**src/sv/sbpc_pkg.sv**
```systemverilog
// ============================================================================
// sbpc_pkg
// Shared types, constants and helpers for the swept box pair collision unit.
// ============================================================================
`default_nettype none

package sbpc_pkg;

    // Significant bits of every packed coordinate, held in the low bits of a
    // 16-bit lane.
    localparam int COORD_BITS = 16;
    localparam int LANE_BITS  = 16;
    localparam int EXT_BITS   = COORD_BITS + 1;
    localparam int PROD_BITS  = 2 * EXT_BITS;

    typedef logic signed [COORD_BITS-1:0] coord_t;
    typedef logic signed [EXT_BITS-1:0]   ext_t;
    typedef logic signed [PROD_BITS-1:0]  prod_t;

    typedef enum logic [1:0] {
        CAUSE_NONE = 2'd0,
        CAUSE_BOX  = 2'd1,
        CAUSE_PATH = 2'd2
    } cause_t;

    // Sign of one cross product, as seen by the path test.
    typedef struct packed {
        logic pos;
        logic zero;
    } cross_sign_t;

    // Lane idx of a packed word, as a signed coordinate (upper lane bits ignored).
    function automatic coord_t get_lane(input logic [63:0] word, input logic [1:0] idx);
        logic [5:0] base;
        base = {idx, 4'b0000};
        return coord_t'(word[base +: COORD_BITS]);
    endfunction

    // Inclusive overlap of two packed rectangles. A negative extent moves the
    // origin: the edges are simply min and max of x and x + w.
    function automatic logic rect_overlap(input logic [63:0] ra, input logic [63:0] rb);
        ext_t ax, ay, aw, ah, bx, by, bw, bh;
        ext_t axl, axr, ayl, ayr, bxl, bxr, byl, byr;
        ax  = ext_t'(get_lane(ra, 2'd0));
        ay  = ext_t'(get_lane(ra, 2'd1));
        aw  = ext_t'(get_lane(ra, 2'd2));
        ah  = ext_t'(get_lane(ra, 2'd3));
        bx  = ext_t'(get_lane(rb, 2'd0));
        by  = ext_t'(get_lane(rb, 2'd1));
        bw  = ext_t'(get_lane(rb, 2'd2));
        bh  = ext_t'(get_lane(rb, 2'd3));
        axl = aw[EXT_BITS-1] ? ax + aw : ax;
        axr = aw[EXT_BITS-1] ? ax      : ax + aw;
        ayl = ah[EXT_BITS-1] ? ay + ah : ay;
        ayr = ah[EXT_BITS-1] ? ay      : ay + ah;
        bxl = bw[EXT_BITS-1] ? bx + bw : bx;
        bxr = bw[EXT_BITS-1] ? bx      : bx + bw;
        byl = bh[EXT_BITS-1] ? by + bh : by;
        byr = bh[EXT_BITS-1] ? by      : by + bh;
        return (axr >= bxl) && (axl <= bxr) && (ayr >= byl) && (ayl <= byr);
    endfunction

endpackage

`default_nettype wire

```
**src/sv/sbpc_cross.sv**
```systemverilog
// ============================================================================
// sbpc_cross
// Cross product of a motion segment against one point: both partial
// products registered, then compared to give the sign.
// ============================================================================
`default_nettype none

module sbpc_cross
    import sbpc_pkg::*;
(
    input  wire logic        clk,
    input  wire logic        en,
    input  wire coord_t      ox,
    input  wire coord_t      oy,
    input  wire coord_t      opx,
    input  wire coord_t      opy,
    input  wire coord_t      px,
    input  wire coord_t      py,
    output cross_sign_t      sign
);

    ext_t  dx, dy, ex, ey;
    prod_t p1_next, p2_next;
    prod_t p1_reg, p2_reg;

    always_comb
    begin
        dx      = ext_t'(ox) - ext_t'(opx);
        dy      = ext_t'(oy) - ext_t'(opy);
        ex      = ext_t'(px) - ext_t'(ox);
        ey      = ext_t'(py) - ext_t'(oy);
        p1_next = prod_t'(dx) * prod_t'(ey);
        p2_next = prod_t'(dy) * prod_t'(ex);
    end

    always_ff @(posedge clk)
    begin
        if (en)
        begin
            p1_reg <= p1_next;
            p2_reg <= p2_next;
        end
    end

    // cross = p1 - p2
    assign sign.pos  = p1_reg > p2_reg;
    assign sign.zero = p1_reg == p2_reg;

endmodule

`default_nettype wire

```
**config.mk**
```make
export PLATFORM = sky130hd
export DESIGN_NAME = sbpc_cross
export DESIGN_NICKNAME = d
export VERILOG_FILES = /design/src/sv/sbpc_pkg.sv /design/src/sv/sbpc_cross.sv
export SDC_FILE = /design/constraint.sdc
export NUM_CORES = 2
export LEC_CHECK = 0
export BUFFER_PORTS_ARGS = -buffer_cell sky130_fd_sc_hd__buf_2
export CORE_MARGIN = 5
export CORE_UTILIZATION = 40
export CTS_CLUSTER_SIZE = 16
export DETAILED_ROUTE_END_ITERATION = 12
export PLACE_DENSITY = 0.61
export SYNTH_ARGS = -nofsm -noshare
export SYNTH_HDL_FRONTEND = slang
export SYNTH_SLANG_ARGS = --single-unit
```
**constraint.sdc**
```tcl
create_clock -name clk -period 9.85 [get_ports clk]
set_input_delay 0 -clock clk [delete_from_list [all_inputs] [get_ports clk]]
set_output_delay 0 -clock clk [all_outputs]
set_load 0.1 [all_outputs]
```
After elaboration in Yosys (flattened, before gate mapping)
Index checks and enable logic that the tools add are counted.
Widths: inputs -> output; s select.

operators by class
  eq/ne operators = 1
  order comparisons = 1
  add/subtract/negate cells = 4
  multiply operators = 2

operators with widths
  cell            number
  $mul 17x17->34  2
  $sub 16x16->17  4
  $eq 34x34->1    1
  $gt 34x34->1    1

storage, ports and cells
  word-level logic and storage cells = 10
  input port bits = 98
  output and inout port bits = 2
  register bits = 68

Logic depth before layout (Yosys ltp)
  depth in word-level cells = 2
  depth in mapped cells = 37
  mapped depth without buffers = 36

Worst setup path after synthesis
No wires, ideal clock.

  path kind = input-to-reg
  start point = input port ox[0]
  end point = register p1_reg[32], data pin
  path slack = 1808 ps
  required time = 9585 ps
  arrival = 7778 ps
  buffers on the path = 2
  cell stages on the path = 35
  path through = inv_1 ha_1 inv_1 fa_1 a21o_1 a21oi_2 o32ai_2 nor4_1 nor3_1 a21o_1 xor2_1 clkbuf_1 nand2_1 fa_1 inv_1 fa_1 inv_1 fa_1 inv_1 fa_1 fa_1 inv_1 fa_1 inv_1 ha_1 clkbuf_1 a21o_1 a31oi_1 nor2_1 a2111oi_0 o31ai_1 a221o_1 a311oi_1 a22oi_1 xor2_1

between the ends
  longest elaborated chain between the ends = 2

ends and longest elaborated chain
  element                 line              text
  start: declaration      sbpc_cross.sv:13  input wire coord_t ox,
  $sub 16x16->17          sbpc_cross.sv:28  dx = ext_t'(ox) - ext_t'(opx);
  $mul 17x17->34          sbpc_cross.sv:32  p1_next = prod_t'(dx) * prod_t'(ey);
  net p1_next[32]         sbpc_cross.sv:23  prod_t p1_next, p2_next;
  end signal: assignment  sbpc_cross.sv:40  p1_reg <= p1_next;
  end: declaration        sbpc_cross.sv:24  prod_t p1_reg, p2_reg;

The timed path passes the listed nets, and every way through them passes these cells.
A chain may end at the register's enable or synchronous reset.

Final worst setup path
Same ends and word-level chain as after synthesis.

==> impl_metrics.json <==
{
  "place_area_um2": 29150,
  "endpoint_kind": "register",
  "fin_crit_sh_pct": 87.62,
  "final_antenna_net_count": 0,
  "cp_num_buf_inv": 7,
  "start_util_pct": 40.45,
  "numPortBuffers": 99,
  "yosysWarnings": 0,
  "final_common_cell": "inv_1",
  "cap_violations": 0,
  "postLayoutSetupSlackWorst_ns": 1.219,
  "rsz0062_at_grt": "no",
  "fin_area_um2": 29470,
  "crit_required_ns": 9.93,
  "cts-root-buf": "clkbuf_16",
  "hold_class": "in -> reg",
  "first_pass_iters": 5,
  "dpl.hpwl_um": 64330,
  "slew-limit-headroom_pct": 16.72,
  "path_delay_family": "adder cells",
  "ys_seq_area_share_pct": 7.503,
  "final_cell_mix": "inv_1, fa_1, nand2_1",
  "netlist_area_um2": 27210,
  "synth.largest_area_cell": "fa_1",
  "syn-instance-count": 2990,
  "routed_wl_um": 73770,
  "grt_overflow": 0,
  "fillers": 6703,
  "setup_viol": 0,
  "synthDistinctLibCells": 70,
  "dieArea_um2": 73350,
  "rows": 95,
  "start_kind": "input port",
  "grt_max_degree": 69,
  "grt_usage_pct": 20.60,
  "critPathMostFrequentCell": "fa_1",
  "synth.top_cell.area_share_pct": 43.84,
  "post_synth.cell_area_avg_um2": 9.102,
  "path_clk_slew_ns": 0.06,
  "viasPerCell": 5.085,
  "yosys_most_used_dff": "edfxtp_1",
  "antenna_found_initial": 7,
  "cp_max_fo": 10,
  "clock_path_buffers": 2,
  "hold_viol_final": 0,
  "postCtsSetupBuffers": 0,
  "worst-endpoint-arrival_ns": 8.72,
  "syn_to_final_growth_pct": 8.299,
  "gp_congestion": 0.9034,
  "core_area_um2": 67280,
  "ctsHoldBuffers": 0,
  "clock-sinks": 68,
  "synth_top_cells_by_area": "fa_1, ha_1, inv_1, edfxtp_1, nand2_1",
  "drc": 0,
  "via_count": 20290,
  "period_minus_slack_ns": 8.631,
  "max_freq_ghz": 0.1159,
  "cts-buffers-inserted": 9,
  "syn_nets": 3952,
  "drive_gt1_share_pct": 7.285,
  "final_max_slew_viol_count": 0,
  "cp_slowest_cell": "fa_1",
  "wl_per_cell_um": 18.49,
  "grt_pass1_wl_um": 119200,
  "htree_num_levels": 3,
  "tns_ns": 0,
  "die_w_um": 270.8,
  "cpPeakStageDelay_ns": 0.56,
  "die-height_um": 270.8,
  "critical_path_class": "in -> reg",
  "final_nets": 4073,
  "outcome": "completed",
  "synthArstFlopShare_pct": 0,
  "num_io_pins": 100,
  "pre_cts_ws_ns": 0.9361,
  "synth_seq_cells": 68,
  "tightest_slew_ns": 1.240,
  "cts_tree": "built",
  "drt_iter0_drc": 1215,
  "ctsResizeCount": 0,
  "grt_pass1_vias": 21500,
  "synth-edff-count": 68
}
-- stage by stage --
stage	hold slack, ns	utilization [%]	std cells
final	0.3848	43.81	3990
after global routing	0.4087	43.80	3989
after CTS	0.3811	43.80	3989
after detailed placement	0.7296	43.33	3973
after global placement	0.7203	43.33	3973
after floorplan	0.1125	-	2990
-- worst paths after layout --
| check | start | endpoint | depth (start not counted) |
|---|---|---|---|
| worst max-delay path | ox[0] | p1_reg[32] | 32 |
| worst min-delay path | opy[0] | p2_reg[0] | 4 |
-- logic make-up after synthesis --
family / count (synthesis) / synth area share, %
buffers and inverters: 799 / 11.09
AO/OA/AOI/OAI: 292 / 7.149
flip-flops: 68 / 7.503
multiplexers: 5 / 0.1839
AND/OR/NAND/NOR: 813 / 13.06
XOR/XNOR: 149 / 4.851
adder cells (fa/ha/maj): 864 / 56.17
-- routing by layer --
metal	share of wire, %	GRT usage [%]	up-vias
met5	0.065	0	-
met4	1.6	3.019	8
met3	6.7	3.323	82
met2	47	33.54	602
met1	45	29.86	10310
li1	-	-	9287
-- tightest hold or removal path, stage by stage --
cell	delay, ns
buf_2	0.08
ha_1	0.11
buf_4	0.28
nor2_1	0.07
-- cells in the mapped netlist, drive strengths merged, types with 13 or more instances --
cell	n
nor2	270
nor3	27
ha	268
edfxtp	68
a31oi	13
nand2b	28
o21ai	51
nand3	14
a21o	53
o21bai	15
xor2	44
nor2b	40
xnor2	105
a21oi	80
clkbuf	51
and2	35
inv	736
fa	596
nand2	337
o21a	20
nand4	14
-- area by class of cell --
| cell class | count | area, um^2 | area share, % |
|---|---|---|---|
| inverters | 736 | 2763 | 9.374 |
| diodes | 1 | 2.502 | 0.008491 |
| multi-input cells | 2123 | 22210 | 75.34 |
| clock inverters | 7 | 91.34 | 0.3099 |
| flip-flops and latches | 68 | 2042 | 6.928 |
| well taps | 873 | 1092 | 3.706 |
| clock buffers | 9 | 225.2 | 0.7642 |
| repair buffers | 173 | 1051 | 3.566 |
Power is left out: the tool's default activity adds up to more than one toggle a clock period on the data nets, which glitch-free logic cannot reach.
